### src/rtl/csc_pkg.sv
// csc_pkg: sizes, operation codes and shared types for the coordinate set CAM.
// Used by the slot store, the top level and the checker. No dependencies.
package csc_pkg;

  // Set geometry
  localparam int SLOTS      = 16;
  localparam int COORD_BITS = 8;

  // Port field widths
  localparam int POS_W   = 8;
  localparam int MODE_W  = 2;
  localparam int COUNT_W = 5;

  // Derived sizes
  localparam int PAIR_W    = 2 * COORD_BITS;
  localparam int CNT_W     = $clog2(SLOTS + 1);
  localparam int COUNT_MAX = (SLOTS < 31) ? SLOTS : 31;

  typedef logic [PAIR_W-1:0] pair_t;

  typedef enum logic [MODE_W-1:0] {
    MODE_INSERT = 2'd0,
    MODE_REMOVE = 2'd1,
    MODE_LOOKUP = 2'd2,
    MODE_CLEAR  = 2'd3
  } mode_t;

  // Operation handed to the slot store
  typedef struct packed {
    logic  fire;
    mode_t mode;
    pair_t key;
  } csc_req_t;

  // Result returned by the slot store
  typedef struct packed {
    logic               ok;
    logic [COUNT_W-1:0] count;
  } csc_rsp_t;

endpackage

### src/rtl/csc_if.sv
// csc_if: valid/ready channel interfaces for the coordinate set CAM.
// csc_in_if carries operations, csc_out_if carries results. No dependencies.
interface csc_in_if;
  logic       valid;
  logic       ready;
  logic [1:0] mode;
  logic [7:0] pos_x;
  logic [7:0] pos_y;

  modport source (output valid, mode, pos_x, pos_y, input ready);
  modport sink   (input valid, mode, pos_x, pos_y, output ready);
endinterface

interface csc_out_if;
  logic       valid;
  logic       ready;
  logic       ok;
  logic [4:0] count;

  modport source (output valid, ok, count, input ready);
  modport sink   (input valid, ok, count, output ready);
endinterface

### src/rtl/csc_slots.sv
// csc_slots: slot store with per-slot valid bits, parallel match and priority pick.
// Depends on csc_pkg.
module csc_slots (
  input  logic              clk,
  input  logic              rst_n,
  input  csc_pkg::csc_req_t req,
  output csc_pkg::csc_rsp_t rsp
);
  import csc_pkg::*;

  logic [SLOTS-1:0] valid_r;
  logic [SLOTS-1:0] valid_nxt;
  pair_t            coord_r [SLOTS];
  logic [CNT_W-1:0] cnt_r;
  logic [CNT_W-1:0] cnt_nxt;

  logic [SLOTS-1:0] hit;
  logic [SLOTS-1:0] free;
  logic [SLOTS-1:0] free_sel;
  logic [SLOTS-1:0] hit_sel;
  logic             any_free;
  logic             any_hit;
  logic             ok_nxt;

  // Compare every valid slot against the key
  always_comb begin
    for (int i = 0; i < SLOTS; i++) begin
      hit[i] = valid_r[i] && (coord_r[i] == req.key);
    end
  end

  // Lowest free slot and lowest matching slot, one-hot
  assign free     = ~valid_r;
  assign free_sel = free & (~free + SLOTS'(1));
  assign hit_sel  = hit & (~hit + SLOTS'(1));
  assign any_free = |free;
  assign any_hit  = |hit;

  // Next valid mask, count and ok flag
  always_comb begin
    valid_nxt = valid_r;
    cnt_nxt   = cnt_r;
    ok_nxt    = 1'b0;
    case (req.mode)
      MODE_INSERT: begin
        if (any_free) begin
          valid_nxt = valid_r | free_sel;
          cnt_nxt   = cnt_r + CNT_W'(1);
          ok_nxt    = 1'b1;
        end
      end
      MODE_REMOVE: begin
        if (any_hit) begin
          valid_nxt = valid_r & ~hit_sel;
          cnt_nxt   = cnt_r - CNT_W'(1);
        end
      end
      MODE_LOOKUP: begin
        ok_nxt = any_hit;
      end
      MODE_CLEAR: begin
        valid_nxt = '0;
        cnt_nxt   = '0;
      end
      default: begin
        valid_nxt = valid_r;
      end
    endcase
  end

  // Result, count saturated to the port width
  always_comb begin
    rsp.ok = ok_nxt;
    if (int'(cnt_nxt) > COUNT_MAX) begin
      rsp.count = COUNT_W'(COUNT_MAX);
    end else begin
      rsp.count = COUNT_W'(cnt_nxt);
    end
  end

  // Control state
  always_ff @(posedge clk) begin
    if (!rst_n) begin
      valid_r <= '0;
      cnt_r   <= '0;
    end else if (req.fire) begin
      valid_r <= valid_nxt;
      cnt_r   <= cnt_nxt;
    end
  end

  // Coordinate storage, written only into the picked free slot
  always_ff @(posedge clk) begin
    for (int i = 0; i < SLOTS; i++) begin
      if (req.fire && (req.mode == MODE_INSERT) && free_sel[i]) begin
        coord_r[i] <= req.key;
      end
    end
  end

endmodule

### src/rtl/coordinate_set_cam.sv
// Coordinate set CAM: holds up to SLOTS (x, y) pairs and runs insert, remove, lookup and
// clear operations, one transaction per clock cycle sustained while results are taken. Each
// transaction lands in an input register, all slots are compared in parallel and a
// priority pick chooses the slot in one combinational stage, and the result is registered
// in the result register. Results come back in order, one per operation, each with the
// valid-slot count after that operation. The input stays ready while a result waits, as
// long as the input register can move on. No clearing pass is needed after reset.
// Depends on csc_pkg, csc_if and csc_slots.
module coordinate_set_cam (
  input  logic             clk,
  input  logic             rst_n,
  csc_in_if.sink           in_if,
  csc_out_if.source        out_if
);
  import csc_pkg::*;

  // Input register
  logic             s1_valid_r;
  logic [MODE_W-1:0] s1_mode_r;
  logic [POS_W-1:0] s1_x_r;
  logic [POS_W-1:0] s1_y_r;
  logic             s1_adv;
  logic             in_fire;

  // Result register
  logic               out_valid_r;
  logic               out_ok_r;
  logic [COUNT_W-1:0] out_count_r;

  logic [COORD_BITS-1:0] key_x;
  logic [COORD_BITS-1:0] key_y;
  csc_req_t              req;
  csc_rsp_t              rsp;

  // Handshake
  assign s1_adv      = s1_valid_r && (!out_valid_r || out_if.ready);
  assign in_if.ready = !s1_valid_r || s1_adv;
  assign in_fire     = in_if.valid && in_if.ready;

  always_ff @(posedge clk) begin
    if (!rst_n) begin
      s1_valid_r <= 1'b0;
    end else if (in_if.ready) begin
      s1_valid_r <= in_if.valid;
    end
  end

  always_ff @(posedge clk) begin
    if (in_fire) begin
      s1_mode_r <= in_if.mode;
      s1_x_r    <= in_if.pos_x;
      s1_y_r    <= in_if.pos_y;
    end
  end

  // Key: low COORD_BITS of each coordinate, x in the low half
  assign key_x = COORD_BITS'({{COORD_BITS{1'b0}}, s1_x_r});
  assign key_y = COORD_BITS'({{COORD_BITS{1'b0}}, s1_y_r});

  assign req.fire = s1_adv;
  assign req.mode = mode_t'(s1_mode_r);
  assign req.key  = {key_y, key_x};

  csc_slots u_slots (
    .clk   (clk),
    .rst_n (rst_n),
    .req   (req),
    .rsp   (rsp)
  );

  // Result register
  always_ff @(posedge clk) begin
    if (!rst_n) begin
      out_valid_r <= 1'b0;
    end else if (s1_adv) begin
      out_valid_r <= 1'b1;
    end else if (out_if.ready) begin
      out_valid_r <= 1'b0;
    end
  end

  always_ff @(posedge clk) begin
    if (s1_adv) begin
      out_ok_r    <= rsp.ok;
      out_count_r <= rsp.count;
    end
  end

  assign out_if.valid = out_valid_r;
  assign out_if.ok    = out_ok_r;
  assign out_if.count = out_count_r;

endmodule

### src/flat_wrapper.sv
// flat-port wrapper written by rule: the top's interface ports become plain ports
module coordinate_set_cam_flat import csc_pkg::*;
  (clk, rst_n, in_if_valid, in_if_mode, in_if_pos_x, in_if_pos_y, in_if_ready, out_if_valid, out_if_ok, out_if_count, out_if_ready);
  csc_in_if in_if_i ();
  csc_out_if out_if_i ();
  input  logic clk;
  input  logic rst_n;
  input wire logic [$bits(in_if_i.valid)-1:0] in_if_valid;
  input wire logic [$bits(in_if_i.mode)-1:0] in_if_mode;
  input wire logic [$bits(in_if_i.pos_x)-1:0] in_if_pos_x;
  input wire logic [$bits(in_if_i.pos_y)-1:0] in_if_pos_y;
  output wire logic [$bits(in_if_i.ready)-1:0] in_if_ready;
  output wire logic [$bits(out_if_i.valid)-1:0] out_if_valid;
  output wire logic [$bits(out_if_i.ok)-1:0] out_if_ok;
  output wire logic [$bits(out_if_i.count)-1:0] out_if_count;
  input wire logic [$bits(out_if_i.ready)-1:0] out_if_ready;
  assign in_if_i.valid = in_if_valid;
  assign in_if_i.mode = in_if_mode;
  assign in_if_i.pos_x = in_if_pos_x;
  assign in_if_i.pos_y = in_if_pos_y;
  assign in_if_ready = in_if_i.ready;
  assign out_if_valid = out_if_i.valid;
  assign out_if_ok = out_if_i.ok;
  assign out_if_count = out_if_i.count;
  assign out_if_i.ready = out_if_ready;
  coordinate_set_cam u_core (.clk(clk), .rst_n(rst_n), .in_if(in_if_i), .out_if(out_if_i));
endmodule
### config.mk
export PLATFORM = sky130hd
export DESIGN_NAME = coordinate_set_cam_flat
export DESIGN_NICKNAME = d
export VERILOG_FILES = /design/src/rtl/csc_pkg.sv /design/src/rtl/csc_if.sv /design/src/rtl/csc_slots.sv /design/src/rtl/coordinate_set_cam.sv /design/src/flat_wrapper.sv
export SDC_FILE = /design/constraint.sdc
export NUM_CORES = 1
export LEC_CHECK = 0
export BUFFER_PORTS_ARGS = -buffer_cell sky130_fd_sc_hd__buf_2
export CELL_PAD_IN_SITES_DETAIL_PLACEMENT = 1
export CELL_PAD_IN_SITES_GLOBAL_PLACEMENT = 1
export CORE_ASPECT_RATIO = 1.75
export CORE_MARGIN = 2
export CORE_UTILIZATION = 40
export DETAILED_ROUTE_END_ITERATION = 8
export MAX_ROUTING_LAYER = met4
export PLACE_DENSITY_LB_ADDON = 0.1
export SYNTH_ARGS = -nofsm -noshare
export SYNTH_HDL_FRONTEND = slang
export SYNTH_SLANG_ARGS = --single-unit
### constraint.sdc
create_clock -name clk -period 3.53 [get_ports clk]
set_input_delay 0.5295 -clock clk [delete_from_list [all_inputs] [get_ports clk]]
set_output_delay 0.5295 -clock clk [all_outputs]
set_load 0.02 [all_outputs]
After elaboration in Yosys (flattened, before gate mapping)
Memory sizes are Yosys's and may differ from the RTL's.
Index checks and enable logic that the tools add are counted.
Widths: inputs -> output; s select.
{ "word_totals": {"ram_bits": 256, "elab_cells": 191, "out_inout_bits": 8, "n_memories": 1, "reg_bits": 47} }
{ "memory_table": {"columns": ["memory", "words", "width", "rd", "rd_clocked_by_memory_dff", "write_ports", "line", "rtl"], "rows": [
  ["u_core.u_slots.coord_r", 16, 16, 16, 0, 1, "csc_slots.sv:13", "pair_t coord_r [SLOTS];"]
]} }
{ "op_classes": {"mux": 87, "bitwise_logic": 8, "n_lt_le_gt_ge": 1, "eq_ne": 21, "add_sub_neg": 4, "reduce_logical": 60} }
{ "op_table": {"columns": ["operator", "count"], "rows": [
  ["$mux 16", 17],
  ["$reduce_or 16->1", 17],
  ["$eq 16x16->1", 16],
  ["$not 16->16", 4],
  ["$mux 4", 15],
  ["$mux 1", 50],
  ["$and 16x16->16", 3],
  ["$pmux 16 s3", 1],
  ["$logic_and 1x1->1", 35],
  ["$add 16x1->16 const B", 2],
  ["$or 16x16->16", 1],
  ["$pmux 5 s3", 1],
  ["$mux 5", 2],
  ["$add 5x1->5 const B", 1],
  ["$gt 5x5->1 const B", 1],
  ["$sub 5x1->5 const B", 1],
  ["$eq 2x2->1 const B", 2],
  ["$ne 2x2->1 const B", 2],
  ["$reduce_and 4->1", 1],
  ["$reduce_bool 3->1", 1],
  ["$eq 2x1->1 const B", 1],
  ["$logic_not 1->1", 2],
  ["$logic_not 2->1", 1],
  ["$logic_or 1x1->1", 2],
  ["2 further kinds", 2]
]} }

Longest topological paths before layout
Gate-level depths: netlist of the first run.
{ "logic_depth": {"word_depth": 23, "ltp_mapped": 12, "ltp_nobuf": 9} }

By module
Synthesis of the first run repeated with hierarchy kept, for this count alone.
{ "unflattened": {"hier_cells": 1075, "hier_area_um2": 14272.4} }
{ "modules_own_cells": {"columns": ["module", "cells_each", "area_each_um2", "n_inst", "seq_area_each_um2"], "rows": [
  ["csc_slots", 1042, 13447.9, 1, 8107.8],
  ["coordinate_set_cam", 33, 824.5, 1, 760.7]
]} }

Worst setup path after synthesis of the first run
Ideal clock, no wire load.
{ "synth_path": {"path_type": "register to register", "startpoint": "register u_core.s1_y_r[3], in the netlist u_core.key_y[3]", "endpoint": "register u_core.out_count_r[0], in the netlist u_core.out_if.count[0] (data pin)", "t_arrival_ns": 2.845, "slack_ns": 0.533, "path_stages_with_launch": 12, "setup_ns": 0.152, "t_required_ns": 3.378, "path_cell_list": "edfxtp_1 -> buf_6 -> buf_12 -> xor2_1 -> nor4_1 -> nand4b_1 -> or4b_1 -> o31ai_1 -> inv_1 -> a41o_1 -> a211o_4 -> a31oi_2"} }
{ "synth_between": {"elab_chain_cells": 6, "word_cells_on_any_way": 36} }
{ "synth_lines": {"columns": ["element", "line", "rtl"], "rows": [
  ["start: declaration", "coordinate_set_cam.sv:21", "logic [POS_W-1:0] s1_y_r;"],
  ["start signal: assignment", "coordinate_set_cam.sv:52", "s1_y_r <= in_if.pos_y;"],
  ["$eq 16x16->1", "csc_slots.sv:28", "hit[i] = valid_r[i] && (coord_r[i] == req.key);"],
  ["$logic_and 1x1->1", "csc_slots.sv:28", null],
  ["$reduce_or 16->1 (*)", "csc_slots.sv:37", "assign any_hit = |hit;"],
  ["$mux 5 (*)", "csc_slots.sv:53", "if (any_hit) begin"],
  ["$pmux 5 s3 (*)", "csc_slots.sv:44", "case (req.mode)"],
  ["$gt 5x5->1", "csc_slots.sv:74", "if (int'(cnt_nxt) > COUNT_MAX) begin"],
  ["end signal: assignment", "coordinate_set_cam.sv:85", "out_count_r <= rsp.count;"],
  ["end: declaration", "coordinate_set_cam.sv:28", "logic [COUNT_W-1:0] out_count_r;"]
]} }
Every way passes the cells marked *; elsewhere a longest branch is shown, timed or not.
A chain may end at the register's enable or synchronous reset.

Worst setup path after layout of the first run
{ "layout_path": {"startpoint": "register u_core.s1_y_r[0], in the netlist u_core.key_y[0]", "endpoint": "register u_core.out_count_r[0], in the netlist u_core.out_if.count[0] (data pin)"} }
Same word-level chain as after synthesis.

==> results of run 1 <==
worst register-to-register path: cells and delay by family, from the launching register on:
family                    cells  cell delay [ps]
AOI/OAI and AO/OA             2              500
and+or+nand+nor               6             1690
DFF                           1              500
xor gates and xnor gates      1              280
buffers and inverters         1              240
cells by family (layout without fill, tap and decap cells):
kind of cell             count (synthesis)  after routing  share of synthesized area
adder cells (fa/ha/maj)                  2              2                    0.00179
multiplexers                             1              1                   0.000716
buffers and inverters                   58            156                     0.0233
AO/OA/AOI/OAI                           71             71                     0.0382
AND/OR/NAND/NOR                        340            340                      0.139
XOR/XNOR                               260            260                      0.163
flip-flops                             303            303                      0.634
layer usage:
layer  global-route usage  vias to the layer above  wire length [um]
met4               0.0762                        0              1210
met5                    -                        -                 0
met2                0.376                      141             19600
met1                0.254                     4406             15500
met3               0.0216                       57              1080
li1                     -                     4022                 -
cell type report:
| cell class | instances | area, um2 | share of cell area |
|---|---|---|---|
| clock buffers | 45 | 918 | 0.0566 |
| inverters | 8 | 30.0 | 0.00185 |
| repair buffers | 92 | 785 | 0.0484 |
| multi-input cells | 674 | 4860 | 0.300 |
| flip-flops and latches | 303 | 8870 | 0.547 |
| clock inverters | 11 | 183 | 0.0113 |
| well taps | 460 | 576 | 0.0355 |
repair_timing:
action	CTS	global route
gates resized for setup	0	6
hold buffers	0	0
setup endpoints to repair	0	17
endpoints found under the hold margin	0	0
through the flow:
step | cell area [um2] | hold slack (ps) | std cells | worst slack, ps
final | 16200 | 129 | 1593 | 173
after global routing | 16200 | 108 | 1593 | 35.5
after CTS | 16200 | 109 | 1593 | 68.2
after detailed placement | 15100 | 521 | 1537 | 83.5
after global placement | 15100 | 512 | 1537 | 110
after floorplan | 14000 | 483 | 1035 | 533
how the worst max path moves through the flow:
stage / end / slack (ps) / cells after the start / startpoint
2_1_floorplan: u_core.out_if.count[0] / 530 / 11 / u_core.key_y[3]
3_3_place_gp: u_core.u_slots.valid_r[10] / 110 / 10 / u_core.key_x[3]
3_5_place_dp: u_core.u_slots.valid_r[5] / 80 / 9 / u_core.key_x[2]
4_1_cts: u_core.u_slots.valid_r[6] / 70 / 9 / u_core.key_x[2]
5_1_grt: u_core.out_if.count[3] / 40 / 11 / u_core.key_y[4]
6_report: u_core.out_if.count[0] / 170 / 10 / u_core.key_y[0]
power groups by stage:
| stage | Combinational (mW) | Sequential (mW) | Clock (mW) |
|---|---|---|---|
| CTS | 0.516 | 3.96 | 3.62 |
| global placement | 0.509 | 4.03 | 0 |
| floorplan | 0.297 | 4.05 | 0 |
| global route | 0.552 | 3.96 | 3.74 |
| finish | 0.508 | 3.96 | 3.55 |
| detailed placement | 0.514 | 4.04 | 0 |
cell usage in the layout, fill, tap and decap left out, types with 19 or more instances in the layout:
cell type	n
buf_4	49
edfxtp_1	280
nand4_1	72
nor3_1	19
dfxtp_1	23
xor2_1	88
clkbuf_16	31
nand2_1	40
buf_2	29
nor4_1	31
nand3_1	36
nor2_1	51
xnor2_1	172
state kept, by name, indices dropped and copies added, names as in the netlist:
signal                  flops
u_core.u_slots.coord_r    256
u_core.key_y                8
u_core.u_slots.cnt_r        5
u_core.out_if.valid         1
u_core.key_x                8
u_core.s1_valid_r           1
u_core.s1_mode_r            2
u_core.out_if.ok            1
u_core.u_slots.valid_r     16
u_core.out_if.count         5
==> metrics.txt, run 1 <==
pwr/cell area approximately 490 nW/um2; reg-to-reg slack, setup 170 ps; Critical Path Fanout Max 24; outcome complete, no violations; Synth top cells by count 280 x edfxtp_1, 172 x xnor2_1, 88 x xor2_1; share of the synthesized area in the top cell type 0.602; Starting Density 0.406; Vert. Die Dim 251 um; Worst EP arrival 3790 ps; Final Util 0.471; worst reg2reg path depth 10; First DRT Iteration DRCs 389; switching part of the total power 0.217; Synth Area per Inst 13.5 um2; sequential power share 0.494; DIE AREA between 30000 and 40000 um2; diodes inserted 0; flops & latches, synth 303; P_leak 5.10 nW; total track usage 0.213; Post-CTS Setup Inserts 0; yosys warns 0; clock share of power 0.443; Area growth syn-to-layout 16.1%; HP Class primary input to flip-flop; Final Max Slew Viols 0; routed vias 8626; gpl congestion 0.833; Std-Cell Rows 90; drc violations 0; delay-heaviest family, CP simple AND/OR/NAND/NOR gates; min-delay src in_if_pos_y[1]; syn_nets ~1.1k; Post-synth top flop edfxtp_1; crit path cell chain buf_12 > xor2_1 > nor4_1 > nand2_1 > and4bb_2 > nor4_1 > nand4_2 > and3_1 > a211o_4 > a31oi_2; Critical Path RT 3960 ps; Die W 145 um; synthesized area around 14000 um2; total chip power around 8 mW; DRT Wirelength 37400 um; filler cell count 3515; share of cells above drive strength 1 0.158; clk sinks 303; Max VDD drop 0.497 mV; DR vias/cell 5.41; switching power 1.74 mW; Longest Clk Path Bufs 3; first-pass GRT wire length 57400 um; Comb power frac 0.063; critical path class flip-flop to flip-flop; most common cell in the synthesized netlist edfxtp_1; final setup fails 0; Worst Skew 15.7 ps; setup TNS 0 ps; Syn Inst Count between 1k and 1.5k; slew margin rel. 0.575; Clk Latency, worst-skew pair 580 ps; Antenna Violating Nets Remaining 0; # IOs 30; H-tree level count 1; total clock buffers created by CTS 30; CTS root buffer clkbuf_16; First-pass DRT Iterations 4; cell type with the highest aggregate area in the netlist edfxtp_1; RSZ-0062 raised after global routing no; CTS tree built; Port Buf Inserts 29; Critical Path Slowest Stage Cell nor4_1; Tcrit/Tclk final 0.951; top cells by area, synth edfxtp_1 60%, xnor2_1 11%, xor2_1 5.5%; asr flop ratio synth 0; Clk pin slew, worst setup/hold paths about 70 ps; Pint between 6 and 7 mW; sequential-to-total area share from yosys stat 0.634; Hold Path Depth 1; largest stage delay on the critical path 530 ps; core footprint about 34000 um2; post-synthesis cell type count 66; largest net degree at the start of global routing 33; WL/cell between 20 and 25 um; CP dominant cell by count nor4_1; startpoint types flip-flop; number of max-cap violations 0; RR Endpoint u_core.out_if.count[0]; total gr overflow 0; Net count, final 1133; vias in the first global route between 9k and 10k; worst reg2reg startpoint u_core.key_y[0]; HPWL Detailed 25100 um; fmax 298 MHz; Post-synth EDFFs 280; Tightest Pin Transition roughly 630 ps; final hold vios 0; initial antenna violation count 0; CP bufs+invs 1; crit end category flip-flop; WHS Endpoint u_core.key_y[1]; min cycle time layout between 3000 and 4000 ps
No activity file was read; power rests on OpenSTA's default activity.
==> run 2: changes to the inputs <==
--- a/config.mk
+++ b/config.mk
@@ -12,8 +12,10 @@
 export CORE_MARGIN = 2
 export CORE_UTILIZATION = 40
 export DETAILED_ROUTE_END_ITERATION = 8
+export GPL_TIMING_DRIVEN = 0
 export MAX_ROUTING_LAYER = met4
 export PLACE_DENSITY_LB_ADDON = 0.1
 export SYNTH_ARGS = -nofsm -noshare
 export SYNTH_HDL_FRONTEND = slang
 export SYNTH_SLANG_ARGS = --single-unit
+export TNS_END_PERCENT = 50
==> run 2 against run 1 <==
  * Critical path depth is 2 higher
  * Via count up 5.9%
  * Sequential share of layout area fell by 0.25 points
  * Wire length rose by 27%
  * Highest routed layer unchanged
  * Clock power down 11%
  * Core utilization rose by 0.22 points
  * Power is 3.7% lower
  * Maximum frequency fell by 1.5%
  * Cell count rose by 1.6%
  * Sequential power barely moved
  * First-iteration DRC count rose by 39%
  * Non-clock buffer count is 24 higher
==> metrics.txt, run 2 (same netlist as run 1, synthesis figures left out) <==
most frequent cells in the layout 280 x edfxtp_1, 171 x xnor2_1, 88 x xor2_1; min cycle time layout 3410 ps (+52.8 ps); DRT Wirelength 47600 um (+27%); final setup fails 0 (unchanged); clock share of power 0.409 (-0.034); vias in the first global route 9905 (+6.4%); First DRT Iteration DRCs 541 (+39%); First-pass DRT Iterations 5 (+1); Hold Path Depth 1 (unchanged); H-tree level count 1 (unchanged); Pint 5.86 mW (-6.7%); Std-Cell Rows 90 (unchanged); core footprint 34500 um2 (unchanged); HP Class primary input to flip-flop; max FFs per register 256 (unchanged); switching part of the total power 0.241 (+0.0244); DR vias/cell 5.65 (+4.3%); Net count, final 1157 (+2.1%); slew margin rel. 0.118 (-0.457); total chip power 7.72 mW (-3.7%); placed cell area 14800 um2 (-1.6%); startpoint types flip-flop; total clock buffers created by CTS 30 (unchanged); P_leak 5.14 nW (+0.88%); Clk pin slew, worst setup/hold paths 70 ps (about the same); crit path launch u_core.key_x[5]; largest registers u_core.u_slots.coord_r (256), u_core.u_slots.valid_r (16); critical path class flip-flop to flip-flop; setup TNS 0 ps (unchanged); largest net degree at the start of global routing 19 (-42%); total gr overflow 0 (unchanged); RR Endpoint u_core.out_if.count[3]; worst reg2reg path depth 12 (+2); Worst Skew 33.7 ps (+18.0 ps); fmax 293 MHz (-1.5%); switching power 1.86 mW (+7.2%); Antenna Violating Nets Remaining 0 (unchanged); Worst EP arrival 3720 ps (-70 ps); design area 16300 um2 (+0.46%); outcome complete, no violations; DIE AREA 36500 um2 (unchanged); Vert. Die Dim 251 um (unchanged); Tcrit/Tclk final 0.966 (+0.0149); Critical Path Fanout Max 10 (-58%); worst reg2reg startpoint u_core.key_x[5]; Clk Latency, worst-skew pair 590 ps (about the same); Top reg by flops u_core.u_slots.coord_r; first-pass GRT wire length 68900 um (+20%); Port Buf Inserts 28 (-3.4%); CTS tree built; Longest Clk Path Bufs 3 (unchanged); filler cell count 3555 (+1.1%); share of cells above drive strength 1 0.174 (+0.0157); CTS root buffer clkbuf_16; Starting Density 0.406 (unchanged); # IOs 30 (unchanged); Tightest Pin Transition 1320 ps (+686 ps); reg-to-reg slack, setup 120 ps (-50 ps); Critical Path RT 3840 ps (-120 ps); HPWL Detailed 30600 um (+22%); most common cell after layout, fill and taps aside edfxtp_1; gpl congestion 0.860 (+3.3%); Comb power frac 0.079 (+0.016); initial antenna violation count 2 (+2); Max VDD drop 0.391 mV (-21%); drc violations 0 (unchanged); Area growth syn-to-layout 16.6%; pwr/cell area 474 nW/um2 (-4.1%); WHS Endpoint u_core.key_y[0]; RSZ-0062 raised after global routing yes; clk sinks 303 (unchanged); crit end category flip-flop; total track usage 0.271 (+0.0572); WL/cell 29.4 um (+25%); sequential power share 0.512 (+0.018); Die W 145 um (unchanged); Final Max Slew Viols 0 (unchanged); number of max-cap violations 0 (unchanged); final hold vios 0 (unchanged); routed vias 9138 (+5.9%); tightest hold margin 116 ps (-13.0 ps); Hold Buf Count CTS 0 (unchanged); min-delay src in_if_pos_y[0]
==> run 2: critical path: stages (launching register included) <==
cell	delay, ps
edfxtp_1	370
buf_2	330
buf_4	370
xnor2_1	190
nand4_1	200
nor4_1	510
and3_1	330
nor4_1	100
nand4_2	160
buf_4	210
a21oi_1	70
o21ai_0	200
nor2_1	50
==> run 2: metal layers <==
layer / vias up / wire (um) / track usage
li1: 4079 / - / -
met1: 4739 / 18300 / 0.296
met2: 213 / 25000 / 0.488
met3: 107 / 1390 / 0.0261
met4: 0 / 2950 / 0.138
met5: - / 0 / -
==> run 2: stage by stage <==
step | cells | utilization | setup slack (ps)
6_report | 1618 | 0.473 | 120
5_1_grt | 1617 | 0.473 | -19.6
4_1_cts | 1617 | 0.469 | 0
3_5_place_dp | 1532 | 0.431 | -1420
3_3_place_gp | 1523 | 0.426 | -1380
2_1_floorplan | 1035 | - | 533
==> run 2: worst max-delay path by stage <==
stage,to
finish,u_core.out_if.count[3]
global route,u_core.u_slots.valid_r[3]
CTS,u_core.u_slots.valid_r[9]
detailed placement,u_core.u_slots.valid_r[10]
global placement,u_core.u_slots.valid_r[10]
floorplan,u_core.out_if.count[0]
==> run 2: repair_timing <==
action                     4_1_cts  5_1_grt
gates resized for setup         13       22
buffers inserted                30        4
setup endpoints to repair       27       24
pin swaps                        1        3
==> run 2: area by class of cell <==
type | instances | area [um2] | area share
Inverter | 8 | 30.0 | 0.00184
Timing Repair Buffer | 71 | 572 | 0.0351
Multi-Input combinational cell | 674 | 4990 | 0.306
Buffer | 45 | 312 | 0.0191
Sequential cell | 303 | 8870 | 0.544
Antenna cell | 1 | 2.50 | 0.000154
Clock buffer | 40 | 788 | 0.0484
Clock inverter | 16 | 158 | 0.00967
Tap cell | 460 | 576 | 0.0353
==> run 2: power by group through the flow <==
stage	clock network, mW	logic [mW]	registers, mW
finish	3.15	0.610	3.95
global route	3.33	0.643	3.96
CTS	3.19	0.608	3.95
detailed placement	0	0.462	4.13
global placement	0	0.456	4.12
floorplan	0	0.297	4.05
==> run 3: changes to the inputs <==
--- a/config.mk
+++ b/config.mk
@@ -9,7 +9,7 @@
 export CELL_PAD_IN_SITES_DETAIL_PLACEMENT = 1
 export CELL_PAD_IN_SITES_GLOBAL_PLACEMENT = 1
 export CORE_ASPECT_RATIO = 1.75
-export CORE_MARGIN = 2
+export CORE_MARGIN = 5
 export CORE_UTILIZATION = 40
 export DETAILED_ROUTE_END_ITERATION = 8
 export GPL_TIMING_DRIVEN = 0
==> run 3 against run 2 <==
  * Hold slack improved by 20 ps
  * Cell count fell by 0.19%
  * Design area rose by 0.20%
  * Maximum frequency fell by 0.52%
  * Wire length rose by 0.62%
  * Setup slack got worse by 18 ps
  * Via count rose by 0.82%
  * Combinational power rose by 0.8%
  * Count of clock-buffer cells in the layout fell by 6
  * Sequential power barely moved
  * Sequential share of layout area fell by 0.11 points
  * Critical endpoint is now u_core.out_if.count[1]
  * Highest routed layer unchanged
==> metrics.txt, run 3 (same netlist as run 1, synthesis figures left out) <==
Final Max Slew Viols 0 (unchanged); HPWL Detailed 30400 um (-0.72%); clk sinks 303 (unchanged); total gr overflow 0 (unchanged); largest registers u_core.u_slots.coord_r (256), u_core.u_slots.valid_r (16); crit path cell chain buf_2 > buf_6 > xnor2_1 > nand4_1 > nor2_1 > nand4_1 > o311ai_2 > nor4_2 > a41o_1 > a211o_4 > a21oi_1; Longest Clk Path Bufs 3 (unchanged); largest net degree at the start of global routing 19 (unchanged); CP dominant cell by count nand4_1; number of max-cap violations 0 (unchanged); Max VDD drop 0.419 mV (+7.2%); First DRT Iteration DRCs 565 (+4.4%); share of cells above drive strength 1 0.170 (-0.00388); Clk Latency, worst-skew pair 570 ps (-20 ps); Tightest Pin Transition 1360 ps (+41.7 ps); routed vias 9213 (+0.82%); WL/cell 29.7 um (+0.81%); H-tree level count 1 (unchanged); RSZ-0062 raised after global routing yes; largest stage delay on the critical path 540 ps (+30 ps); Critical Path Fanout Max 10 (unchanged); Die W 151 um (+4.1%); critical path class flip-flop to flip-flop; CTS root buffer clkbuf_16; slew margin rel. 0.0898 (-0.0279); fmax 292 MHz (-0.52%); gpl congestion 0.872 (+1.3%); pwr/cell area 485 nW/um2 (+2.3%); drc violations 0 (unchanged); total track usage 0.253 (-0.0179); vias in the first global route 9735 (-1.7%); first-pass GRT wire length 67100 um (-2.6%); total chip power 7.92 mW (+2.5%); initial antenna violation count 0 (-2); setup TNS 0 ps (unchanged); Critical Path Slowest Stage Cell edfxtp_1; Std-Cell Rows 90 (unchanged); core footprint 34600 um2 (+0.33%); DIE AREA 38900 um2 (+6.6%); crit end category flip-flop; Worst EP arrival 3840 ps (+120 ps); Starting Density 0.404 (-0.00132); Net count, final 1156 (-0.086%); # IOs 30 (unchanged); outcome complete, no violations; Clk pin slew, worst setup/hold paths 60 ps (about the same); CTS tree built; First-pass DRT Iterations 5 (unchanged); most common cell after layout, fill and taps aside edfxtp_1; max FFs per register 256 (unchanged); Vert. Die Dim 257 um (+2.4%); final setup fails 0 (unchanged); DRT Wirelength 47900 um (+0.62%); DR vias/cell 5.70 (+1.0%); Hold Buf Count CTS 0 (unchanged); Antenna Violating Nets Remaining 0 (unchanged); Tcrit/Tclk final 0.971 (+0.00501); Area growth syn-to-layout 16.8%; Critical Path RT 3940 ps (+100 ps); HP Class primary input to flip-flop; Hold Path Depth 1 (unchanged); most frequent cells in the layout 280 x edfxtp_1, 170 x xnor2_1, 88 x xor2_1; startpoint types flip-flop; Worst Skew 11.6 ps (-22.1 ps); P_leak 5.13 nW (-0.18%); worst reg2reg path depth 11 (-1); Top reg by flops u_core.u_slots.coord_r; total clock buffers created by CTS 30 (unchanged); final hold vios 0 (unchanged); min cycle time layout 3430 ps (+17.7 ps); Port Buf Inserts 28 (unchanged)
-- run 3: cell count changes in the layout (fill, tap and decap cells not counted), moves of 2 or more --
cell | previous run | this run
buf_2 | 39 | 42
buf_4 | 35 | 29
bufinv_16 | 2 | 5
clkbuf_1 | 24 | 17
clkinv_1 | 3 | 10
clkinv_4 | 3 | 0
clkinvlp_4 | 3 | 1
nor2_1 | 46 | 50
nor2_2 | 5 | 1
nor4_2 | 2 | 5
nor4_4 | 3 | 1
-- run 3: per-layer routing --
layer  vias up  global-route usage  wire [um]
met2       268               0.427      24700
li1       4082                   -          -
met3       139              0.0259       1780
met1      4724               0.286      18000
met5         -                   -          0
met4         0               0.150       3380
-- run 3: cell type report --
cell class | count | area, um2
clock inverters | 20 | 216
plain buffers | 49 | 338
repair buffers | 66 | 547
clock buffers | 34 | 787
multi-input cells | 674 | 4970
well taps | 460 | 576
diodes | 1 | 2.50
fillers | 3583 | 18200
inverters | 8 | 30.0
flip-flops and latches | 303 | 8870
-- run 3: through the flow --
step / utilization / std cells / setup slack (ps) / instance area, um2 / hold slack (ps)
after floorplan: - / 1035 / 533 / 14000 / 483
after detailed placement: 0.429 / 1532 / -1440 / 14800 / 542
after global routing: 0.472 / 1614 / -25.3 / 16300 / 123
final: 0.472 / 1615 / 102 / 16300 / 136
after CTS: 0.470 / 1613 / 12.7 / 16200 / 117
after global placement: 0.425 / 1523 / -1380 / 14700 / 513
-- run 3: power breakdown --
part           total (mW)  switching, mW  internal, mW
Sequential           3.96         0.0181          3.94
Combinational       0.615          0.426         0.189
Clock                3.34           1.39          1.95
-- run 3: final timing paths --
kind / end / slack, ps / start
worst min-delay path: u_core.key_y[5] / 140 / in_if_pos_y[5]
worst max register to register: u_core.out_if.count[1] / 100 / u_core.key_y[6]
worst min register to register: u_core.u_slots.coord_r[0][1] / 520 / u_core.key_x[1]
worst max-delay path: u_core.out_if.count[1] / 100 / u_core.key_y[6]
-- run 3: what timing repair did --
| item | in CTS | in global routing |
|---|---|---|
| setup endpoints to repair | 27 | 20 |
| pin swaps | 4 | 2 |
| setup buffers | 27 | 0 |
| resized for setup | 16 | 21 |
-- run 3: worst max-delay path, delay by kind of cell (launching register included) --
family,cells,cell delay (ps)
XOR/XNOR,1,180
AO/OA/AOI/OAI,4,1260
AND/OR/NAND/NOR,4,590
buffers and inverters,2,690
flip-flops,1,540
